$ cat config.mk
export PLATFORM = sky130hd
export DESIGN_NAME = tank_level_valve_controller
export DESIGN_NICKNAME = d
export VERILOG_FILES = /design/src/hw/rtl/tlvc_pkg.sv /design/src/hw/rtl/tlvc_ctrl.sv /design/src/hw/rtl/tlvc_level.sv /design/src/hw/rtl/tlvc_out.sv /design/src/hw/rtl/tank_level_valve_controller.sv
export SDC_FILE = /design/constraint.sdc
export NUM_CORES = 2
export LEC_CHECK = 0
export BUFFER_PORTS_ARGS = -buffer_cell sky130_fd_sc_hd__buf_2
export CORE_ASPECT_RATIO = 1.4
export CORE_MARGIN = 4
export CORE_UTILIZATION = 30
export CTS_CLUSTER_DIAMETER = 30
export DETAILED_ROUTE_END_ITERATION = 7
export SETUP_SLACK_MARGIN = 0.05
export SLEW_MARGIN = 20
export SYNTH_ARGS = -nofsm -noshare
export SYNTH_HDL_FRONTEND = slang
export SYNTH_HIERARCHICAL = 1
export SYNTH_SLANG_ARGS = --single-unit
export TNS_END_PERCENT = 5
$ cat constraint.sdc
create_clock -name clk -period 6.53 [get_ports clk]
set_input_delay 0.653 -clock clk [delete_from_list [all_inputs] [get_ports clk]]
set_output_delay 0.653 -clock clk [all_outputs]
set_load 0.005 [all_outputs]
$ cat src/hw/rtl/tlvc_pkg.sv
// ----------------------------------------------------------------------------
// tlvc_pkg: shared types and constants of the tank level valve controller
// Field widths, command, mode, reason and register codes, reset values and
// the flag bundle that travels with each beat through the pipeline.
// ----------------------------------------------------------------------------
package tlvc_pkg;

  localparam int WINDOW_DEFAULT = 64;

  localparam int CMD_W       = 2;
  localparam int MODE_W      = 2;
  localparam int REASON_W    = 2;
  localparam int SAMPLE_W    = 10;
  localparam int LITERS_W    = 16;
  localparam int COEF_W      = 16;
  localparam int PERCENT_W   = 7;
  localparam int TIMEOUT_W   = 8;
  localparam int DEBOUNCE_W  = 10;
  localparam int CFG_INDEX_W = 3;
  localparam int CFG_DATA_W  = 16;

  localparam logic [CMD_W-1:0] CMD_MS_TICK  = 2'd0;
  localparam logic [CMD_W-1:0] CMD_SEC_TICK = 2'd1;
  localparam logic [CMD_W-1:0] CMD_SET_MODE = 2'd2;

  localparam logic [MODE_W-1:0] MODE_CISTERN = 2'd0;
  localparam logic [MODE_W-1:0] MODE_MAINS   = 2'd1;
  localparam logic [MODE_W-1:0] MODE_HYST    = 2'd2;

  localparam logic [REASON_W-1:0] REASON_MANUAL = 2'd0;
  localparam logic [REASON_W-1:0] REASON_FULL   = 2'd1;
  localparam logic [REASON_W-1:0] REASON_EMPTY  = 2'd2;

  localparam logic [CFG_INDEX_W-1:0] CFG_FULL_LITERS       = 3'd0;
  localparam logic [CFG_INDEX_W-1:0] CFG_LITERS_PER_COUNT  = 3'd1;
  localparam logic [CFG_INDEX_W-1:0] CFG_PERCENT_PER_COUNT = 3'd2;
  localparam logic [CFG_INDEX_W-1:0] CFG_LOW_LIMIT_LITERS  = 3'd3;
  localparam logic [CFG_INDEX_W-1:0] CFG_HIGH_LIMIT_LITERS = 3'd4;
  localparam logic [CFG_INDEX_W-1:0] CFG_SETTINGS_TIMEOUT  = 3'd5;
  localparam logic [CFG_INDEX_W-1:0] CFG_DEBOUNCE_MS       = 3'd6;

  localparam logic [LITERS_W-1:0]   FULL_LITERS_RST       = 16'd6300;
  localparam logic [COEF_W-1:0]     LITERS_PER_COUNT_RST  = 16'd2114;
  localparam logic [COEF_W-1:0]     PERCENT_PER_COUNT_RST = 16'd8589;
  localparam logic [LITERS_W-1:0]   LOW_LIMIT_RST         = 16'd500;
  localparam logic [LITERS_W-1:0]   HIGH_LIMIT_RST        = 16'd1000;
  localparam logic [TIMEOUT_W-1:0]  TIMEOUT_RST           = 8'd10;
  localparam logic [DEBOUNCE_W-1:0] DEBOUNCE_RST          = 10'd200;

  localparam logic [DEBOUNCE_W-1:0] SINCE_PRESS_MAX = '1;
  localparam logic [PERCENT_W-1:0]  PERCENT_MAX     = 7'd100;

  typedef struct packed {
    logic [LITERS_W-1:0]   full_liters;
    logic [COEF_W-1:0]     liters_per_count;
    logic [COEF_W-1:0]     percent_per_count;
    logic [LITERS_W-1:0]   low_limit_liters;
    logic [LITERS_W-1:0]   high_limit_liters;
    logic [TIMEOUT_W-1:0]  settings_timeout_s;
    logic [DEBOUNCE_W-1:0] debounce_ms;
  } cfg_t;

  typedef struct packed {
    logic [MODE_W-1:0] mode;
    logic              settings;
    logic              tick;
    logic              decide;
  } beat_flags_t;

endpackage

$ cat src/hw/rtl/tlvc_ctrl.sv
// ----------------------------------------------------------------------------
// tlvc_ctrl: input register, button and mode control, sample window
// Registers the incoming beat, then updates debounce, settings countdown,
// mode, the sample ring and the window sum, and hands the beat on.
// ----------------------------------------------------------------------------
module tlvc_ctrl import tlvc_pkg::*; #(
  parameter int WINDOW = WINDOW_DEFAULT,
  localparam int POS_W = $clog2(WINDOW),
  localparam int SUM_W = SAMPLE_W + POS_W
) (
  input  logic                clk,
  input  logic                rst,
  input  logic                item_valid,
  output logic                item_stall,
  input  logic [CMD_W-1:0]    command,
  input  logic                button_low,
  input  logic [SAMPLE_W-1:0] sample,
  input  logic [MODE_W-1:0]   new_mode,
  input  cfg_t                cfg,
  input  logic                down_ready,
  output logic                s2_valid,
  output beat_flags_t         s2_flags,
  output logic [SUM_W-1:0]    s2_sum
);

  localparam logic [POS_W-1:0] POS_LAST = POS_W'(WINDOW - 1);

  logic                  v1;
  logic [CMD_W-1:0]      cmd1;
  logic                  btn1;
  logic [SAMPLE_W-1:0]   smp1;
  logic [MODE_W-1:0]     nmode1;

  logic [MODE_W-1:0]     mode, mode_next;
  logic                  in_settings, in_settings_next;
  logic [TIMEOUT_W-1:0]  countdown, countdown_next;
  logic [DEBOUNCE_W-1:0] since_press, since_press_next;
  logic [POS_W-1:0]      pos, pos_next;
  logic                  full, full_next;
  logic [SUM_W-1:0]      sum, sum_next;

  logic [SAMPLE_W-1:0]   ring [WINDOW];
  logic [SAMPLE_W-1:0]   rd_data;
  logic                  rd_valid;

  logic                  ready2, adv, ring_we, tick, press;
  logic [DEBOUNCE_W-1:0] sp_inc;
  logic [SAMPLE_W-1:0]   oldest;

  assign ready2     = !s2_valid || down_ready;
  assign adv        = v1 && ready2;
  assign item_stall = v1 && !ready2;
  assign tick       = (cmd1 == CMD_SEC_TICK);
  assign ring_we    = adv && tick;
  assign oldest     = rd_valid ? rd_data : '0;
  assign sp_inc     = (since_press == SINCE_PRESS_MAX) ? since_press : since_press + 1'b1;
  assign press      = btn1 && ((sp_inc > cfg.debounce_ms) || (sp_inc == SINCE_PRESS_MAX));

  always_comb begin
    mode_next        = mode;
    in_settings_next = in_settings;
    countdown_next   = countdown;
    since_press_next = since_press;
    pos_next         = pos;
    full_next        = full;
    sum_next         = sum;
    if (adv) begin
      case (cmd1)
        CMD_MS_TICK: begin
          since_press_next = sp_inc;
          if (press) begin
            since_press_next = '0;
            countdown_next   = cfg.settings_timeout_s;
            if (!in_settings) begin
              in_settings_next = 1'b1;
            end else begin
              mode_next = (mode == MODE_CISTERN) ? MODE_HYST : mode - 1'b1;
            end
          end
        end
        CMD_SEC_TICK: begin
          sum_next  = sum - SUM_W'(oldest) + SUM_W'(smp1);
          pos_next  = (pos == POS_LAST) ? '0 : pos + 1'b1;
          full_next = full || (pos == POS_LAST);
          if (in_settings) begin
            if (countdown <= 8'd1) begin
              countdown_next   = '0;
              in_settings_next = 1'b0;
            end else begin
              countdown_next = countdown - 1'b1;
            end
          end
        end
        CMD_SET_MODE: begin
          if (nmode1 == MODE_CISTERN || nmode1 == MODE_MAINS || nmode1 == MODE_HYST) begin
            mode_next = nmode1;
          end
        end
        default: ;
      endcase
    end
  end

  // ring: oldest entry is prefetched into a register from the next write position
  always_ff @(posedge clk) begin
    if (ring_we) begin
      ring[pos] <= smp1;
    end
    rd_data <= ring[pos_next];
  end

  always_ff @(posedge clk) begin
    if (!item_stall && item_valid) begin
      cmd1   <= command;
      btn1   <= button_low;
      smp1   <= sample;
      nmode1 <= new_mode;
    end
    if (ready2 && v1) begin
      s2_flags <= '{mode: mode_next, settings: in_settings_next, tick: tick,
                    decide: tick && !in_settings_next};
      s2_sum   <= sum_next;
    end
  end

  always_ff @(posedge clk) begin
    if (rst) begin
      v1          <= 1'b0;
      s2_valid    <= 1'b0;
      mode        <= MODE_HYST;
      in_settings <= 1'b0;
      countdown   <= TIMEOUT_RST;
      since_press <= SINCE_PRESS_MAX;
      pos         <= '0;
      full        <= 1'b0;
      sum         <= '0;
      rd_valid    <= 1'b0;
    end else begin
      if (!item_stall) begin
        v1 <= item_valid;
      end
      if (ready2) begin
        s2_valid <= v1;
      end
      mode        <= mode_next;
      in_settings <= in_settings_next;
      countdown   <= countdown_next;
      since_press <= since_press_next;
      pos         <= pos_next;
      full        <= full_next;
      sum         <= sum_next;
      rd_valid    <= full_next;
    end
  end

  a_settings_close: assert property (@(posedge clk) disable iff (rst)
    adv && tick && in_settings && (countdown <= 8'd1) |=> !in_settings && (countdown == '0))
    else $error("settings mode did not close on countdown expiry");

  a_pos_hold: assert property (@(posedge clk) disable iff (rst)
    !ring_we |=> $stable(pos) && $stable(sum))
    else $error("window moved without a second tick");

endmodule

$ cat src/hw/rtl/tlvc_level.sv
// ----------------------------------------------------------------------------
// tlvc_level: level scaling products
// Multiplies the window sum by the liters and percent coefficients and
// registers both full-width products.
// ----------------------------------------------------------------------------
module tlvc_level import tlvc_pkg::*; #(
  parameter int WINDOW = WINDOW_DEFAULT,
  localparam int POS_W  = $clog2(WINDOW),
  localparam int SUM_W  = SAMPLE_W + POS_W,
  localparam int PROD_W = SUM_W + COEF_W
) (
  input  logic              clk,
  input  logic              rst,
  input  logic              s2_valid,
  input  beat_flags_t       s2_flags,
  input  logic [SUM_W-1:0]  s2_sum,
  input  logic [COEF_W-1:0] liters_per_count,
  input  logic [COEF_W-1:0] percent_per_count,
  output logic              ready_up,
  input  logic              down_ready,
  output logic              s3_valid,
  output beat_flags_t       s3_flags,
  output logic [SUM_W-1:0]  s3_sum,
  output logic [PROD_W-1:0] s3_liters_prod,
  output logic [PROD_W-1:0] s3_percent_prod
);

  assign ready_up = !s3_valid || down_ready;

  always_ff @(posedge clk) begin
    if (ready_up && s2_valid) begin
      s3_flags        <= s2_flags;
      s3_sum          <= s2_sum;
      s3_liters_prod  <= PROD_W'(s2_sum) * PROD_W'(liters_per_count);
      s3_percent_prod <= PROD_W'(s2_sum) * PROD_W'(percent_per_count);
    end
  end

  always_ff @(posedge clk) begin
    if (rst) begin
      s3_valid <= 1'b0;
    end else if (ready_up) begin
      s3_valid <= s2_valid;
    end
  end

endmodule

$ cat src/hw/rtl/tlvc_out.sv
// ----------------------------------------------------------------------------
// tlvc_out: level capping, valve decision and result register
// Caps liters and percent, runs the fixed modes and the auto hysteresis,
// and holds the result beat until it is taken.
// ----------------------------------------------------------------------------
module tlvc_out import tlvc_pkg::*; #(
  parameter int WINDOW = WINDOW_DEFAULT,
  localparam int POS_W  = $clog2(WINDOW),
  localparam int SUM_W  = SAMPLE_W + POS_W,
  localparam int PROD_W = SUM_W + COEF_W,
  localparam int LR_W   = PROD_W - POS_W - 8,
  localparam int PR_W   = PROD_W - POS_W - 16
) (
  input  logic                 clk,
  input  logic                 rst,
  input  logic                 s3_valid,
  input  beat_flags_t          s3_flags,
  input  logic [SUM_W-1:0]     s3_sum,
  input  logic [PROD_W-1:0]    s3_liters_prod,
  input  logic [PROD_W-1:0]    s3_percent_prod,
  input  cfg_t                 cfg,
  output logic                 ready_up,
  output logic                 result_valid,
  input  logic                 result_stall,
  output logic                 valve_mains,
  output logic [REASON_W-1:0]  switch_reason,
  output logic [MODE_W-1:0]    current_mode,
  output logic                 settings_active,
  output logic [LITERS_W-1:0]  level_liters,
  output logic [PERCENT_W-1:0] level_percent,
  output logic [SAMPLE_W-1:0]  average_count
);

  logic [LR_W-1:0]      liters_raw;
  logic [PR_W-1:0]      percent_raw;
  logic [LITERS_W-1:0]  liters_cap, liters_new;
  logic [PERCENT_W-1:0] percent_cap;
  logic                 valve_next;
  logic [REASON_W-1:0]  reason_next;

  assign ready_up    = !result_valid || !result_stall;
  assign liters_raw  = s3_liters_prod[PROD_W-1:POS_W+8];
  assign percent_raw = s3_percent_prod[PROD_W-1:POS_W+16];
  assign liters_cap  = (liters_raw > LR_W'(cfg.full_liters)) ? cfg.full_liters
                                                              : liters_raw[LITERS_W-1:0];
  assign percent_cap = (percent_raw > PR_W'(PERCENT_MAX)) ? PERCENT_MAX
                                                         : percent_raw[PERCENT_W-1:0];
  assign liters_new  = s3_flags.tick ? liters_cap : level_liters;

  always_comb begin
    valve_next  = valve_mains;
    reason_next = switch_reason;
    if (s3_flags.decide) begin
      case (s3_flags.mode)
        MODE_CISTERN: begin
          valve_next  = 1'b0;
          reason_next = REASON_MANUAL;
        end
        MODE_MAINS: begin
          valve_next  = 1'b1;
          reason_next = REASON_MANUAL;
        end
        MODE_HYST: begin
          // low limit wins over high limit
          if (liters_new <= cfg.low_limit_liters) begin
            valve_next  = 1'b1;
            reason_next = REASON_EMPTY;
          end else if (liters_new >= cfg.high_limit_liters) begin
            valve_next  = 1'b0;
            reason_next = REASON_FULL;
          end
        end
        default: ;
      endcase
    end
  end

  always_ff @(posedge clk) begin
    if (rst) begin
      result_valid    <= 1'b0;
      valve_mains     <= 1'b0;
      switch_reason   <= REASON_MANUAL;
      current_mode    <= MODE_HYST;
      settings_active <= 1'b0;
      level_liters    <= '0;
      level_percent   <= '0;
      average_count   <= '0;
    end else if (ready_up) begin
      result_valid <= s3_valid;
      if (s3_valid) begin
        valve_mains     <= valve_next;
        switch_reason   <= reason_next;
        current_mode    <= s3_flags.mode;
        settings_active <= s3_flags.settings;
        average_count   <= s3_sum[SUM_W-1:POS_W];
        if (s3_flags.tick) begin
          level_liters  <= liters_cap;
          level_percent <= percent_cap;
        end
      end
    end
  end

  a_percent_cap: assert property (@(posedge clk) disable iff (rst)
    result_valid |-> level_percent <= PERCENT_MAX)
    else $error("level percent above cap");

  a_reason_valve: assert property (@(posedge clk) disable iff (rst)
    (switch_reason == REASON_FULL |-> !valve_mains) and
    (switch_reason == REASON_EMPTY |-> valve_mains))
    else $error("switch reason disagrees with valve");

endmodule

$ cat src/hw/rtl/tank_level_valve_controller.sv
// ----------------------------------------------------------------------------
// tank_level_valve_controller: tank level smoothing and valve control
// Takes one beat per cycle while item_stall is low and returns exactly one
// result beat per input beat, in order, through the four-register pipeline
// (input register, control and window update, coefficient multipliers,
// capping and valve decision into the result register); result_stall holds
// the result register and back-pressure reaches item_stall once all are full.
// Millisecond ticks debounce the mode button and run settings mode, second
// ticks push a sample into a moving-average window of WINDOW entries (a power
// of two), count settings mode down and decide the valve outside settings
// mode, set-mode beats write the mode if it is a valid code. The sample ring
// needs no clearing pass after reset. Configuration is to be written through
// cfg_write, cfg_index and cfg_data only while the block is idle; the block
// itself does not enforce this.
// ----------------------------------------------------------------------------
module tank_level_valve_controller import tlvc_pkg::*; #(
  parameter int WINDOW = WINDOW_DEFAULT
) (
  input  logic                   clk,
  input  logic                   rst,
  input  logic                   cfg_write,
  input  logic [CFG_INDEX_W-1:0] cfg_index,
  input  logic [CFG_DATA_W-1:0]  cfg_data,
  input  logic                   item_valid,
  output logic                   item_stall,
  input  logic [CMD_W-1:0]       command,
  input  logic                   button_low,
  input  logic [SAMPLE_W-1:0]    sample,
  input  logic [MODE_W-1:0]      new_mode,
  output logic                   result_valid,
  input  logic                   result_stall,
  output logic                   valve_mains,
  output logic [REASON_W-1:0]    switch_reason,
  output logic [MODE_W-1:0]      current_mode,
  output logic                   settings_active,
  output logic [LITERS_W-1:0]    level_liters,
  output logic [PERCENT_W-1:0]   level_percent,
  output logic [SAMPLE_W-1:0]    average_count
);

  localparam int POS_W  = $clog2(WINDOW);
  localparam int SUM_W  = SAMPLE_W + POS_W;
  localparam int PROD_W = SUM_W + COEF_W;

  cfg_t               cfg;
  logic               s2_valid, s3_valid, level_ready, out_ready;
  beat_flags_t        s2_flags, s3_flags;
  logic [SUM_W-1:0]   s2_sum, s3_sum;
  logic [PROD_W-1:0]  s3_liters_prod, s3_percent_prod;

  always_ff @(posedge clk) begin
    if (rst) begin
      cfg.full_liters        <= FULL_LITERS_RST;
      cfg.liters_per_count   <= LITERS_PER_COUNT_RST;
      cfg.percent_per_count  <= PERCENT_PER_COUNT_RST;
      cfg.low_limit_liters   <= LOW_LIMIT_RST;
      cfg.high_limit_liters  <= HIGH_LIMIT_RST;
      cfg.settings_timeout_s <= TIMEOUT_RST;
      cfg.debounce_ms        <= DEBOUNCE_RST;
    end else if (cfg_write) begin
      case (cfg_index)
        CFG_FULL_LITERS:       cfg.full_liters        <= cfg_data;
        CFG_LITERS_PER_COUNT:  cfg.liters_per_count   <= cfg_data;
        CFG_PERCENT_PER_COUNT: cfg.percent_per_count  <= cfg_data;
        CFG_LOW_LIMIT_LITERS:  cfg.low_limit_liters   <= cfg_data;
        CFG_HIGH_LIMIT_LITERS: cfg.high_limit_liters  <= cfg_data;
        CFG_SETTINGS_TIMEOUT:  cfg.settings_timeout_s <= cfg_data[TIMEOUT_W-1:0];
        CFG_DEBOUNCE_MS:       cfg.debounce_ms        <= cfg_data[DEBOUNCE_W-1:0];
        default: ;
      endcase
    end
  end

  tlvc_ctrl #(.WINDOW(WINDOW)) u_ctrl (
    .clk        (clk),
    .rst        (rst),
    .item_valid (item_valid),
    .item_stall (item_stall),
    .command    (command),
    .button_low (button_low),
    .sample     (sample),
    .new_mode   (new_mode),
    .cfg        (cfg),
    .down_ready (level_ready),
    .s2_valid   (s2_valid),
    .s2_flags   (s2_flags),
    .s2_sum     (s2_sum)
  );

  tlvc_level #(.WINDOW(WINDOW)) u_level (
    .clk               (clk),
    .rst               (rst),
    .s2_valid          (s2_valid),
    .s2_flags          (s2_flags),
    .s2_sum            (s2_sum),
    .liters_per_count  (cfg.liters_per_count),
    .percent_per_count (cfg.percent_per_count),
    .ready_up          (level_ready),
    .down_ready        (out_ready),
    .s3_valid          (s3_valid),
    .s3_flags          (s3_flags),
    .s3_sum            (s3_sum),
    .s3_liters_prod    (s3_liters_prod),
    .s3_percent_prod   (s3_percent_prod)
  );

  tlvc_out #(.WINDOW(WINDOW)) u_out (
    .clk             (clk),
    .rst             (rst),
    .s3_valid        (s3_valid),
    .s3_flags        (s3_flags),
    .s3_sum          (s3_sum),
    .s3_liters_prod  (s3_liters_prod),
    .s3_percent_prod (s3_percent_prod),
    .cfg             (cfg),
    .ready_up        (out_ready),
    .result_valid    (result_valid),
    .result_stall    (result_stall),
    .valve_mains     (valve_mains),
    .switch_reason   (switch_reason),
    .current_mode    (current_mode),
    .settings_active (settings_active),
    .level_liters    (level_liters),
    .level_percent   (level_percent),
    .average_count   (average_count)
  );

endmodule
======== Yosys cells after proc, flatten, opt, wreduce, memory -nomap -nowiden ========
Memories as Yosys holds them, arrays and structs flattened. A register that Yosys moved wholly into a read port is not among the register bits.
Index checks and enable logic that the tools add are counted.
storage, ports and cells
  register bits ........................... 306
  memory bits (writable) .................. 640
  input bits .............................. 39
  output and inout port bits .............. 41
  logic and storage cells ................. 152
  memories kept ........................... 1
memory list
  name         words  width  read ports  clocked after Yosys merged registers in  write ports  line             RTL
  u_ctrl.ring  64     10     1           1                                        1            tlvc_ctrl.sv:42  logic [SAMPLE_W-1:0] ring [WINDOW];
cells by class
  $add $sub $neg .......................... 6
  multiply operators ...................... 2
  magnitude comparators ................... 6
  eq/ne operators ......................... 18
  mux-type cells .......................... 34
  reductions and logical operators ........ 44
operators with widths
  cell                                                                               number
  16-bit by 16-bit multiplier with 32-bit output                                     2
  16-bit 2-to-1 mux                                                                  4
  10-bit 2-to-1 mux                                                                  3
  8-bit 2-to-1 mux                                                                   3
  10-bit == test (second input constant)                                             2
  2-bit AND reduction                                                                10
  18-bit by 16-bit greater-than comparator with 1-bit output                         1
  6-bit 2-to-1 mux                                                                   3
  16-bit by 10-bit adder with 16-bit output                                          1
  16-bit >= comparator                                                               1
  16-bit less-or-equal comparator                                                    1
  8-bit one-hot mux with 2 select lines                                              1
  16-bit by 10-bit subtractor with 16-bit output                                     1
  2-bit 2-to-1 mux                                                                   7
  10-bit by 1-bit adder with 10-bit output (second input constant)                   1
  10-bit greater-than comparator                                                     1
  10-bit by 7-bit greater-than comparator with 1-bit output (second input constant)  1
  5-bit AND reduction                                                                2
  3-bit == test (second input constant)                                              3
  8-bit by 1-bit less-or-equal comparator with 1-bit output (second input constant)  1
  2-bit zero test                                                                    4
  1-bit 2-to-1 mux                                                                   8
  2-bit one-hot mux with 2 select lines                                              2
  8-bit by 1-bit subtractor with 8-bit output (second input constant)                1
  21 further kinds                                                                   46

======== Depth between registers and ports, before layout ========
  depth in word-level cells ............... 10
  depth in mapped cells ................... 22
  mapped depth without buffers ............ 20

======== Hierarchy ========
Netlist, hierarchy kept.
modules (own cells, without submodules)
  module                       times used  cells each  area each (µm²)  sequential area each (µm²)
  tlvc_ctrl                    1           1734        29935.0          21420.5
  tlvc_level                   1           2082        19784.0          2572.5
  tank_level_valve_controller  1           358         3851.2           1961.9
  tlvc_out                     1           397         3047.9           800.8

======== Least setup slack after synthesis ========
OpenSTA, ideal clock, no wires.
  path type ............................... flip-flop to flip-flop
  start ................................... reg, netlist name cfg[51]
  end ..................................... reg u_level.s3_percent_prod[30], data pin
  setup time .............................. 260 ps
  arrival time ............................ 5479 ps
  required time ........................... 6270 ps
  slack ................................... 791 ps
  stages on the path, launching flop included .. 20
  buffers on the path ..................... 2
  period minus slack after synthesis ...... 5739 ps
  cells stage by stage .................... dfxtp_1 clkbuf_1 nand2_1 fa_1 fa_1 fa_1 inv_1 fa_1 fa_1 inv_1 fa_1 inv_1 ha_1 buf_2 nand3_1 nor4_2 o211ai_4 o311ai_4 a311oi_2 xnor2_1
on the way
  cells in the longest elaborated chain, start to end .. 1
RTL lines
  item                                            line              RTL
  16-bit by 16-bit multiplier with 32-bit output  tlvc_level.sv:35  s3_percent_prod <= PROD_W'(s2_sum) * PROD_W'(percent_per_count);
  end signal, assigned                            tlvc_level.sv:35
  end, declared                                   tlvc_level.sv:25  output logic [PROD_W-1:0] s3_percent_prod
Every way passes these cells.
A chain may end at the register's enable or synchronous reset.

======== Worst setup path in the final report ========
  start ................................... reg u_ctrl.s2_sum[5]
  end ..................................... reg u_level.s3_liters_prod[29], data pin
on the way
  cells in the longest elaborated chain, start to end .. 1
RTL lines
  item                                            line              RTL
  start, declared                                 tlvc_ctrl.sv:23   output logic [SUM_W-1:0] s2_sum
  start signal, assigned                          tlvc_ctrl.sv:122  s2_sum <= sum_next;
  16-bit by 16-bit multiplier with 32-bit output  tlvc_level.sv:34  s3_liters_prod <= PROD_W'(s2_sum) * PROD_W'(liters_per_count);
  end signal, assigned                            tlvc_level.sv:34
  end, declared                                   tlvc_level.sv:24  output logic [PROD_W-1:0] s3_liters_prod,
Every way passes these cells.

==> results by group <==
Outcome
  – Status: complete, no violations

Route
  – Routed vias: 34,900
  – Max Used Layer: met4
  – Routed Antenna Nets: 0
  – Vias/cell: 4.81
  – Initial DRC Count: 2,312
  – Met3 wire length: 7730 um
  – WL met1: 55,200 um
  – Wire per inst: 19.3 um
  – DR WL met2: 71,300 um
  – DRC: 0
  – Drt pass-1 iters: 7
  – DRT Wirelength: 140,000 um

Critical path
  – CP top delay family: adder cells
  – Crit Path Class: register to register
  – Required @ worst endpoint: 7.02 ns
  – Critical Path AT: 6.68 ns
  – Crit path buffers/inverters: 5
  – CP Max Fanout: 12
  – Most frequent CP cell: fa_1
  – CP Cell Sequence: buf_4, and2_1, fa_1, inv_1, fa_1, inv_1, fa_1, fa_1, fa_1, inv_1, fa_1, inv_1, ha_1, nand2_1, o21ai_0, a211o_1, a221oi_2, o31a_1, o311ai_1
  – Crit-path slowest cell: edfxtp_1
  – Worst Setup Start Kind: register
  – Slowest stage delay, CP: 0.66 ns
  – CP endpoint kind: register

Layout
  – N_diodes: 0
  – Fin area: 65,800 sq um
  – Final net count: 5,368
  – Commonest non-fill, non-tap cell in the layout: edfxtp_1
  – Layout area overhead: 19.9%
  – Share of cells above drive strength 1: 0.162
  – Most frequent cells in the layout: edfxtp_1, inv_1, nand2_1
  – Util after Layout: 0.362

Pwr
  – Clock Power Share: 0.524
  – Sequential power share: 0.320
  – Internal Power: 14.8 mW
  – Total net switching power: 5.57 mW
  – Worst IR Drop VDD: 0.284 mV
  – Static leakage: 26.2 nW
  – Gate power share: 0.156
  – Pwr Density: 310 nW/um^2
  – Net Sw Frac: 0.273

CTS
  – Clock Tree Root: clkbuf_16
  – CTS Sinks: 914
  – CTS tree: built
  – Clk_lat worst skew: 0.80 ns
  – H-tree depth: 4
  – Clock transition at path regs: 0.04 ns
  – TritonCTS Buffers: 209
  – Post-cts resize count: 0
  – CTS max path bufs: 3

STA
  – Hold Violations, Final: 0
  – Setup Skew: 0.0966 ns
  – Slew @ Worst Pin: 1.13 ns
  – Final slew viol count: 0
  – Endpoints failing setup: 0
  – Worst hold slack: 0.0728 ns
  – RSZ-0062 raised after global routing: no
  – Final min period: 6.19 ns
  – Rel. slew slack: 0.246
  – Setup TNS: 0 ns
  – Achievable Freq: 0.162 GHz
  – Part of the cycle the worst path needs: 0.948

Global routing
  – First-pass GRT wire length: 217,000 um
  – Total GRT Usage: 0.147
  – Initial antenna violation count: 2
  – Grt ovf: 0
  – Largest net degree at the start of global routing: 119
  – Vias in the first global route: 36,900

Floorplanning
  – Initial Utilization: 0.302
  – IO Count: 80
  – Die Area: 190,000 sq um
  – Die H: 514 um
  – Num rows: 185
  – Core box area: 182,000 sq um
  – Die W: 370 um

Place
  – Final GP Congestion: 0.859
  – Port bufs: 79
  – DP Area: 58,300 sq um
  – DP Wirelength: 98,800 um

Logic synthesis
  – Post-synthesis cell count: 4,457
  – Post-synthesis cell area: 54,900 sq um
  – Net count after synthesis: 5,184
  – Synth warnings: 6
  – Post-Syn Area per Cell: 12.3 sq um

Worst hold path
  – Hold WC Path Type: input pin to register

Run
  – Max-cap viol count: 0
-- registers in the layout, indices dropped and copies added, names as in the netlist, 16 cells and up --
name                    cells
u_ctrl/ring               640
cfg                        98
u_level/s3_liters_prod     18
u_ctrl/s2_sum              16
u_ctrl/sum                 16
u_out/level_liters         16
-- routing by layer --
metal | track usage | up-vias
met5 | 0 | -
met4 | 0.0643 | 0
met3 | 0.0289 | 264
met2 | 0.258 | 1092
met1 | 0.175 | 17700
li1 | - | 15800
-- per-stage QoR --
stage,worst slack (ns),std cells,power (mW)
final,0.341,7260,20.4
after global routing,0.0744,7260,21.3
after CTS,0.296,7258,20.6
after detailed placement,0.295,6853,9.82
after global placement,0.367,6853,9.78
after floorplan,0.827,4457,8.98
-- power by group through the flow --
stage	Sequential [mW]	Clock, mW	Combinational [mW]
6_report	6.53	10.7	3.18
5_1_grt	6.54	11.2	3.62
4_1_cts	6.53	10.9	3.21
3_5_place_dp	6.64	0	3.18
3_3_place_gp	6.64	0	3.14
2_1_floorplan	6.62	0	2.36
-- layout make-up --
| type | instances | area (sq um) |
|---|---|---|
| tap | 2431 | 3040 |
| multi-input combinational | 2745 | 26300 |
| clock buffer | 231 | 5390 |
| sequential | 914 | 25500 |
| clock inverter | 168 | 2020 |
| fill | 17400 | 116000 |
| timing repair buffer | 201 | 1400 |
| inverter | 570 | 2140 |
-- worst reg2reg max path, cell delays in order, from the launching register on --
cell      delay [ns]
edfxtp_1        0.66
buf_4           0.29
and2_1          0.15
fa_1            0.53
inv_1           0.06
fa_1            0.53
inv_1           0.05
fa_1            0.49
fa_1            0.43
fa_1            0.49
inv_1           0.05
fa_1            0.47
inv_1           0.04
ha_1            0.38
nand2_1         0.15
o21ai_0         0.12
a211o_1         0.33
a221oi_2        0.34
o31a_1          0.24
o311ai_1        0.13
-- final timing paths --
check,to,from,slack [ns],cells past startpoint
setup / recovery,u_level/s3_liters_prod[29]$_DFFE_PP_,u_ctrl/s2_sum[5]$_DFFE_PP_,0.34,19
hold / removal,u_ctrl/btn1$_DFFE_PP_,button_low,0.07,1
setup reg to reg,u_level/s3_liters_prod[29]$_DFFE_PP_,u_ctrl/s2_sum[5]$_DFFE_PP_,0.34,19
hold reg to reg,u_level/s3_flags[1]$_DFFE_PP_,u_ctrl/s2_flags[1]$_DFFE_PP_,0.39,0
-- timing repair --
item                                    CTS  global route
hold endpoints to repair                  6             0
setup buffers                             0             2
endpoints found under the setup margin    0             1
hold buffers                              6             0
Power figures use the tool's default switching activity.
